### src/tppa_pkg.sv
// ----------------------------------------------------------------------------
// tppa_pkg: shared types, constants and helpers
// Sizes, fixed-point helpers, the datapath command set and the step program
// of the principal angle engine.
// ----------------------------------------------------------------------------
`default_nettype none

package tppa_pkg;

  // Element store sizes.
  localparam int MAX_DIM   = 1024;
  localparam int ELEM_BITS = 16;
  localparam int ADDR_W    = $clog2(MAX_DIM);
  localparam int CNT_W     = $clog2(MAX_DIM + 1);
  localparam int NVEC      = 4;

  // Stream payload widths; the input data width is padded to whole bytes.
  localparam int IN_W      = ((NVEC * ELEM_BITS + 7) / 8) * 8;
  localparam int OUT_W     = 64;
  localparam int USER_W    = 2;

  // Dot product lanes. Each product is exact; the sum of up to MAX_DIM of them
  // stays well inside ACC_W bits, so the accumulators never reach a limit.
  localparam int PROD_W    = 2 * ELEM_BITS;
  localparam int ACC_W     = PROD_W + CNT_W;
  localparam int NDOT      = 10;

  // Vector and dot product indexes.
  localparam int V_A1 = 0;
  localparam int V_A2 = 1;
  localparam int V_B1 = 2;
  localparam int V_B2 = 3;

  localparam int D_A11 = 0;
  localparam int D_A22 = 1;
  localparam int D_A12 = 2;
  localparam int D_B11 = 3;
  localparam int D_B22 = 4;
  localparam int D_B12 = 5;
  localparam int D_X11 = 6;
  localparam int D_X12 = 7;
  localparam int D_X21 = 8;
  localparam int D_X22 = 9;

  localparam int DOT_L [NDOT] = '{V_A1, V_A2, V_A1, V_B1, V_B2, V_B1, V_A1, V_A1, V_A2, V_A2};
  localparam int DOT_R [NDOT] = '{V_A1, V_A2, V_A2, V_B1, V_B2, V_B2, V_B1, V_B2, V_B1, V_B2};

  // Scalar widths and limits.
  localparam int FIX_W     = 32;
  localparam int ROOT_W    = 32;
  localparam int RAD_W     = 64;
  localparam int DIV_N_W   = 48;
  localparam int DIV_D_W   = 32;
  localparam logic signed [FIX_W-1:0] FIX_MAX = 32'sh7FFF_FFFF;
  localparam logic signed [63:0] FIX_LIM64 = 64'sd2147483647;
  localparam logic signed [63:0] MAT_LIM64 = 64'sd4194303;

  // Datapath commands. The program steps come first so that the step counter
  // value is the command code itself.
  typedef enum logic [5:0] {
    CMD_ROUND,
    CMD_MUL_A12SQ, CMD_DD_A, CMD_MUL_DDA, CMD_SQ_A, CMD_SQRT_LA,
    CMD_MUL_B12SQ, CMD_DD_B, CMD_MUL_DDB, CMD_SQ_B, CMD_SQRT_LB,
    CMD_MUL_B12X11, CMD_NB, CMD_DIV_MB,
    CMD_MUL_A12X11, CMD_NC, CMD_DIV_MC,
    CMD_MUL_B12X21, CMD_R1, CMD_MUL_A12X12, CMD_R2, CMD_MUL_A12B12, CMD_R3,
    CMD_MUL_R3X11, CMD_R4, CMD_DIV_MD1, CMD_DIV_MD2,
    CMD_MA,
    CMD_MUL_MAMA, CMD_P1, CMD_MUL_MBMB, CMD_P2,
    CMD_MUL_MCMC, CMD_Q1, CMD_MUL_MDMD, CMD_Q2,
    CMD_MUL_MAMC, CMD_U1, CMD_MUL_MBMD, CMD_U2,
    CMD_RND,
    CMD_MUL_TT, CMD_TT, CMD_MUL_UU, CMD_UU,
    CMD_SQRT_S2, CMD_SQRT_BIG, CMD_SQRT_SMALL,
    CMD_NOP, CMD_DOT_INIT, CMD_DOT, CMD_OUT
  } cmd_e;

  localparam int PROG_LEN = int'(CMD_NOP);
  localparam int PC_W     = $bits(cmd_e);

  typedef struct packed {
    cmd_e step;
    logic start;
    logic load;
  } cmd_t;

  typedef struct packed {
    logic dot_done;
    logic unit_done;
    logic out_full;
  } status_t;

  // Steps that hand work to the divider or the square root unit.
  function automatic logic is_long(input cmd_e c);
    logic r;
    case (c)
      CMD_SQRT_LA, CMD_SQRT_LB, CMD_SQRT_S2, CMD_SQRT_BIG, CMD_SQRT_SMALL,
      CMD_DIV_MB, CMD_DIV_MC, CMD_DIV_MD1, CMD_DIV_MD2: r = 1'b1;
      default: r = 1'b0;
    endcase
    return r;
  endfunction

  // Saturate to the Q16.16 range.
  function automatic logic signed [FIX_W-1:0] sat_fix(input logic signed [63:0] v);
    logic signed [FIX_W-1:0] r;
    if (v > FIX_LIM64) begin
      r = FIX_MAX;
    end else if (v < -FIX_LIM64) begin
      r = -FIX_MAX;
    end else begin
      r = v[FIX_W-1:0];
    end
    return r;
  endfunction

  // Saturate to the matrix entry range (magnitude below 64).
  function automatic logic signed [FIX_W-1:0] sat_mat(input logic signed [63:0] v);
    logic signed [63:0] r;
    if (v > MAT_LIM64) begin
      r = MAT_LIM64;
    end else if (v < -MAT_LIM64) begin
      r = -MAT_LIM64;
    end else begin
      r = v;
    end
    return r[FIX_W-1:0];
  endfunction

  // Drop 16 fraction bits, rounding to nearest with ties upward.
  function automatic logic signed [63:0] rnd16(input logic signed [63:0] v);
    logic signed [63:0] w;
    w = v + 64'sd32768;
    return w >>> 16;
  endfunction

endpackage

`default_nettype wire

### src/tppa_ctrl.sv
// ----------------------------------------------------------------------------
// tppa_ctrl: controller of the principal angle engine
// Takes elements, runs the dot product sweep, then steps through the scalar
// program and hands the result to the output register.
// ----------------------------------------------------------------------------
`default_nettype none

module tppa_ctrl (
  input  logic               clk_i,
  input  logic               rst_ni,
  input  logic               in_valid_i,
  input  logic               in_last_i,
  output logic               in_ready_o,
  input  tppa_pkg::status_t  status_i,
  output tppa_pkg::cmd_t     cmd_o
);
  import tppa_pkg::*;

  typedef enum logic [5:0] {
    ST_LOAD = 6'b000001,
    ST_INIT = 6'b000010,
    ST_DOT  = 6'b000100,
    ST_RUN  = 6'b001000,
    ST_WAIT = 6'b010000,
    ST_FIN  = 6'b100000
  } state_e;

  localparam logic [PC_W-1:0] LAST_PC = PC_W'(PROG_LEN - 1);

  state_e          state_q, state_d;
  logic [PC_W-1:0] pc_q, pc_d;
  cmd_e            prog_step;

  assign prog_step = cmd_e'(pc_q);

  // Next state and command.
  always_comb begin
    state_d     = state_q;
    pc_d        = pc_q;
    in_ready_o  = 1'b0;
    cmd_o.step  = CMD_NOP;
    cmd_o.start = 1'b0;
    cmd_o.load  = 1'b0;
    case (state_q)
      ST_LOAD: begin
        in_ready_o = 1'b1;
        cmd_o.load = in_valid_i;
        if (in_valid_i && in_last_i) begin
          state_d = ST_INIT;
        end
      end
      ST_INIT: begin
        cmd_o.step = CMD_DOT_INIT;
        state_d    = ST_DOT;
      end
      ST_DOT: begin
        cmd_o.step = CMD_DOT;
        if (status_i.dot_done) begin
          pc_d    = '0;
          state_d = ST_RUN;
        end
      end
      ST_RUN: begin
        cmd_o.step  = prog_step;
        cmd_o.start = 1'b1;
        if (is_long(prog_step)) begin
          state_d = ST_WAIT;
        end else if (pc_q == LAST_PC) begin
          state_d = ST_FIN;
        end else begin
          pc_d = pc_q + 1'b1;
        end
      end
      ST_WAIT: begin
        cmd_o.step = prog_step;
        if (status_i.unit_done) begin
          if (pc_q == LAST_PC) begin
            state_d = ST_FIN;
          end else begin
            pc_d    = pc_q + 1'b1;
            state_d = ST_RUN;
          end
        end
      end
      ST_FIN: begin
        if (!status_i.out_full) begin
          cmd_o.step = CMD_OUT;
          state_d    = ST_LOAD;
        end
      end
      default: begin
        state_d = ST_LOAD;
      end
    endcase
  end

  always_ff @(posedge clk_i or negedge rst_ni) begin
    if (!rst_ni) begin
      state_q <= ST_LOAD;
      pc_q    <= '0;
    end else begin
      state_q <= state_d;
      pc_q    <= pc_d;
    end
  end

  // Waiting is only done on a step that uses a long unit.
  a_wait_long: assert property (@(posedge clk_i) disable iff (!rst_ni)
    (state_q == ST_WAIT) |-> is_long(cmd_o.step))
    else $error("waiting on a single-cycle step");

  // A long unit completes only while the controller waits for it.
  a_done_in_wait: assert property (@(posedge clk_i) disable iff (!rst_ni)
    status_i.unit_done |-> (state_q == ST_WAIT))
    else $error("unit completion outside wait");

  // Loading resumes only after a result was handed over.
  a_ready_after_out: assert property (@(posedge clk_i) disable iff (!rst_ni)
    $rose(in_ready_o) |-> $past(cmd_o.step == CMD_OUT))
    else $error("input reopened without a result");

endmodule

`default_nettype wire

### config.mk
export PLATFORM = sky130hd
export DESIGN_NAME = tppa_ctrl
export DESIGN_NICKNAME = d
export VERILOG_FILES = /design/src/tppa_pkg.sv /design/src/tppa_ctrl.sv
export SDC_FILE = /design/constraint.sdc
export NUM_CORES = 1
export LEC_CHECK = 0
export BUFFER_PORTS_ARGS = -buffer_cell sky130_fd_sc_hd__buf_2
export CORE_MARGIN = 2
export CORE_UTILIZATION = 55
export DETAILED_ROUTE_END_ITERATION = 10
export PLACE_DENSITY_LB_ADDON = 0.08
export RECOVER_POWER = 50
export SYNTH_ARGS = -nofsm -noshare
export SYNTH_HDL_FRONTEND = slang
export SYNTH_SLANG_ARGS = --single-unit
### constraint.sdc
create_clock -name clk_i -period 5.9 [get_ports clk_i]
set_input_delay 1.18 -clock clk_i [delete_from_list [all_inputs] [get_ports clk_i]]
set_output_delay 1.18 -clock clk_i [all_outputs]
set_load 0.1 [all_outputs]
== Word-level counts from Yosys, hierarchy flattened ==
Cells that the tools add are included.
Word-level totals
  register bits after elaboration: 12
  input port bits: 7
  output and inout bits: 9
  logic and storage cells: 50
Cells by class
  add/sub/neg operators: 1
  equal/unequal tests: 21
  multiplexer cells: 20
  reduce and logical (&&, ||, !) cells: 6
Operator list (count)
  2-to-1 mux 6 bit: 11
  one-hot mux 6 bit (6 select lines): 1
  equality test 6 x 5 -> 1 bit, second input constant: 4
  equality test 6 bit, second input constant: 4
  one-hot mux 6 bit (4 select lines): 1
  equality test 6 x 4 -> 1 bit, second input constant: 3
  one-hot mux 6 bit (3 select lines): 1
  equality test 6 x 3 -> 1 bit, second input constant: 2
  != test 2 bit, second input constant: 5
  OR reduction 9 bit: 1
  adder 6 x 1 -> 6 bit, second input constant: 1
  equality test 6 x 1 -> 1 bit, second input constant: 1
  equality test 6 x 2 -> 1 bit, second input constant: 1
  2-to-1 mux 1 bit: 5
  AND reduction 5 bit: 1
  AND reduction 4 bit: 1
  != test 3 bit, second input constant: 1
  nonzero test 3 bit: 1
  2-to-1 mux 2 bit: 1
  OR reduction 2 bit: 1
  logical AND 1 bit: 1

== Logic depth before layout (Yosys ltp) ==
  depth after elaboration: 6
  depth in mapped cells: 8
  gate-level depth less buffers: 7

== Least setup slack after synthesis ==
OpenSTA, ideal clock, no wires.
  path kind: reg-to-output
  from: reg state_q[4]
  to: out cmd_o[0] (netlist bit)
  arrival time: 4376 ps
  data required time: 4720 ps
  setup slack: 344 ps
  cell stages (with the launch flop): 5
  buffers on the path: 1
  cell sequence: dfrtp_1 clkbuf_1 or4_1 nor3b_1 and2_1
RTL lines
  start: declaration: RTL line tppa_ctrl.sv:30  | state_e state_q, state_d;
  start signal: assignment: RTL line tppa_ctrl.sv:102  | state_q <= state_d;
  end: declaration: RTL line tppa_ctrl.sv:15  | output tppa_pkg::cmd_t cmd_o

==> reports/results.txt <==
The flow ran to the end, and the final reports show no timing, DRC or antenna violations. Setup repair after global routing left no endpoint under its margin. After clock tree synthesis, the flow added hold-fix buffers numbering 0. The critical path goes through or4_1 -> nor3b_1 -> nor2b_1 -> a21oi_1 -> nand2_1 -> buf_2. Summed over all cells, the static leakage comes to 0.4599 nW. Of the total power, the share spent switching nets is 48.80%. Yosys attributes the largest share of cell area to dfrtp_1 (31%), nand2_1 (6.3%), ha_1 (5.6%).

Measured along the x axis, the die boundary spans 44.16 um. In the routed design, unresolved DRC markers number 0. The tools report the area of the die as 1950 um^2.

For the standard-cell row count, the log shows 14. The data required time of the critical path was 4.72 ns; the highest fanout seen on the critical path was 7. Number of synthesized register bits: 12. The share of flip-flops with an asynchronous set or reset after synthesis was 100.0%; the part of the Yosys area used for sequential elements was 33.99%. The overall fraction of global-route tracks in use came out at 22.15%.

The buffers plus inverters on the worst setup path is 1. The count of buffers inserted at the top-level ports came out at 15. Summed over its instances, the top area cell type makes up 31.03% of the synthesized netlist area. The delay contributed by the slowest stage of the critical path is 0.61 ns. The floorplan step defined a core boundary enclosing 1506 um^2. The run gives 0 as the number of antenna violations at the first check in global routing. Grouping stages by cell kind, the critical path spends the most delay in simple AND/OR/NAND/NOR gates. Post-CTS repair changed the size of 0 cells. The logs give 0 for the final count of pins violating max slew and 3.139 mm for the first-pass GRT wire length. Clock slew at the register clock pins of the worst setup and hold paths: 0.08 ns. TritonCTS built the clock tree. After detailed routing, the average wire length per cell comes to 14.77 um. Dividing total power by cell area gives a power density of 390.0 nW/um^2. The clock network burns 14.3% of the power.

The run gives 36.7% as the sequential group share of total power. The final layout contains routed wiring with a total length of 1.949 mm. Path category of the worst min-delay check: reg2reg. The tools report the worst slew slack as a fraction of its limit as 56.47%. The cell-internal power was 194.1 uW; the count of final hold-check violations was 0. The run gives 0 as the number of warning messages in the yosys log.

The worst setup path is launched from a flop. The worst clock skew was 0.006318 ns. Timing analysis after detailed placement gives a worst setup slack of 2.690 ns.

The tools report the sum of overflow across all layers after global routing as 0. The worst setup path is captured at a primary output. The cell type with the largest total area after synthesis is dfrtp_1. Entering global routing, the biggest net connects 13 pins. For the total number of nets in the final design, the log shows 128. In this run the deepest clock path goes through 2 buffers. The run gives 16 as the number of ports placed on the die boundary. The run gives 0.8654 as the last weighted congestion value of the routability-driven placer.

The iteration count of the initial detailed-routing pass is 4. For the worst-skew pair, the clock arrives at the later sink with an insertion delay of 0.28 ns. The detailed router placed 822 vias in this run. Including well taps, the total number of placed cells is 128.

Counting every sink on the clock net gives 12. The measured slew at the worst slew-check pin was 0.6530 ns; the number of synthesized flops with an enable pin was 0. Once the floorplan was initialized, standard cells occupied 58.89% of the core.

The final antenna diode count was 0; the synthesis-to-finish area growth was 9.591%. The number of setup buffers added after CTS is 0. The summed negative setup slack over all endpoints came out at 0 ns.

The detailed router finished its first iteration with 33 violations. The final critical path time including I/O delays and setup came out at 3.571 ns. The H-tree depth reported by CTS was 1.

Clock root buffer: clkbuf_4. Leaving out fill and tap cells, the most frequent cell in the layout is nand2_1. Setup slack closes at 2.329 ns. The finished cells cover 972.2 um^2. The number of global-route vias before repair was 689; the number of CTS-inserted buffers was 3. The die boundary height was 44.16 um. The setup path with the least slack is of type reg2out. The worst vdd rail ir drop was 0.0001999 V. For the placement-stage cell area, the log shows 954.7 um^2. After technology mapping, the gate count stands at 102. The logs give 113 for the net count of the mapped netlist and 280.0 MHz for the maximum clock frequency. Cell with the biggest individual delay on the critical path: or4_1.

Most instantiated flip-flop cell in the synthesis netlist: dfrtp_1. Setup violations remaining at the end of the flow were counted as 0. For the post-synth design cell area, the log shows 887.1 um^2.

The switching power came out at 185.0 uW. The tool flagged a number of max-cap violations equal to 0. Vias per cell: 6.227.

For this run, the number of standard cells in the final layout without fillers is 132. In this run, the combinational gates consume 49.0% of the power. Averaged over all synthesized cells, the footprint is 8.697 um^2. The unique cell type count in the Yosys netlist is 39. In the final layout, the share of cells above drive strength 1 is 18.97%. Leaving out fill and tap cells, the most frequent cells in the layout are nand2_1 (15), buf_2 (14), dfrtp_1 (11), o21ai_0 (6). The part of the cycle the worst path needs was 60.53%.

Data arrives at the worst endpoint at 2.39 ns. In this run the remaining antenna-violating nets after routing total 0. The half-perimeter wire length of the detailed placement result was 1.464 mm; the worst hold-check slack was 0.5460 ns.
final timing paths:
check,startpoint,endpoint,slack [ns],depth (start not counted)
setup / recovery,state_q[1]$_DFFE_PN0P_,cmd_o[2],2.33,6
hold / removal,pc_q[4]$_DFFE_PN0P_,pc_q[4]$_DFFE_PN0P_,0.55,1
setup reg to reg,state_q[1]$_DFFE_PN0P_,pc_q[1]$_DFFE_PN0P_,3.68,5
hold reg to reg,pc_q[4]$_DFFE_PN0P_,pc_q[4]$_DFFE_PN0P_,0.55,1
max in group asynchronous,rst_ni,pc_q[5]$_DFFE_PN0P_,4.58,1
min in group asynchronous,rst_ni,pc_q[2]$_DFFE_PN0P_,0.90,1
power groups by stage:
stage / sequential [mW] / combinational [mW] / clock (mW)
6_report: 0.139 / 0.186 / 0.0544
5_1_grt: 0.144 / 0.201 / 0.0590
4_1_cts: 0.139 / 0.192 / 0.0554
3_5_place_dp: 0.141 / 0.191 / 0
3_3_place_gp: 0.140 / 0.188 / 0
2_1_floorplan: 0.130 / 0.164 / 0
layer usage:
metal | vias up | track usage, % | wire length [um]
met3 | 7 | 2.857 | 128
met2 | 31 | 35.29 | 915
li1 | 401 | - | -
met5 | - | 0 | 0
met1 | 383 | 30.33 | 870
met4 | 0 | 9.091 | 34
sequential cells by signal, summed over array words and instances (netlist names):
signal / count
state_q: 6
pc_q: 6
cells in the mapped netlist (2+ instances only):
cell type,instances
a21oi_1,5
a41oi_1,2
and3_1,5
clkbuf_1,3
dfrtp_1,11
ha_1,4
inv_1,5
mux2i_1,3
nand2_1,15
nand2b_1,2
nand3_1,3
nand3b_1,2
nor2_1,5
nor3_1,2
nor3b_1,2
o21ai_0,5
o31ai_1,2
or3_1,2
or3b_1,2
or4_1,2
or4_4,2
worst reg2reg max path: stages, from the launching register on:
cell	delay, ns
dfrtp_1	0.44
or4_1	0.58
or3b_4	0.42
o22ai_2	0.20
and3_1	0.31
mux2i_1	0.21
kinds of logic after synthesis:
| family | share of synthesized area, % |
|---|---|
| muxes | 3.385 |
| buffers and inverters | 5.218 |
| and+or+nand+nor | 32.02 |
| DFF | 33.99 |
| adders and majority gates | 5.642 |
| xor gates and xnor gates | 1.975 |
| AOI/OAI and AO/OA | 17.77 |
area by class of cell:
type,instances,area [um^2]
Clock buffer,4,26.28
Fill cell,123,534.3
Inverter,5,18.77
Multi-Input combinational cell,80,531.8
Sequential cell,12,301.5
Tap cell,16,20.02
Timing Repair Buffer,15,73.82
metrics by stage:
stage | total power, mW | util [%]
global placement | 0.3280 | 63.37
finish | 0.3791 | 64.53
detailed placement | 0.3315 | 63.37
global route | 0.4035 | 64.53
floorplan | 0.2942 | -
CTS | 0.3863 | 65.12
(Power assumes the default switching activity.)
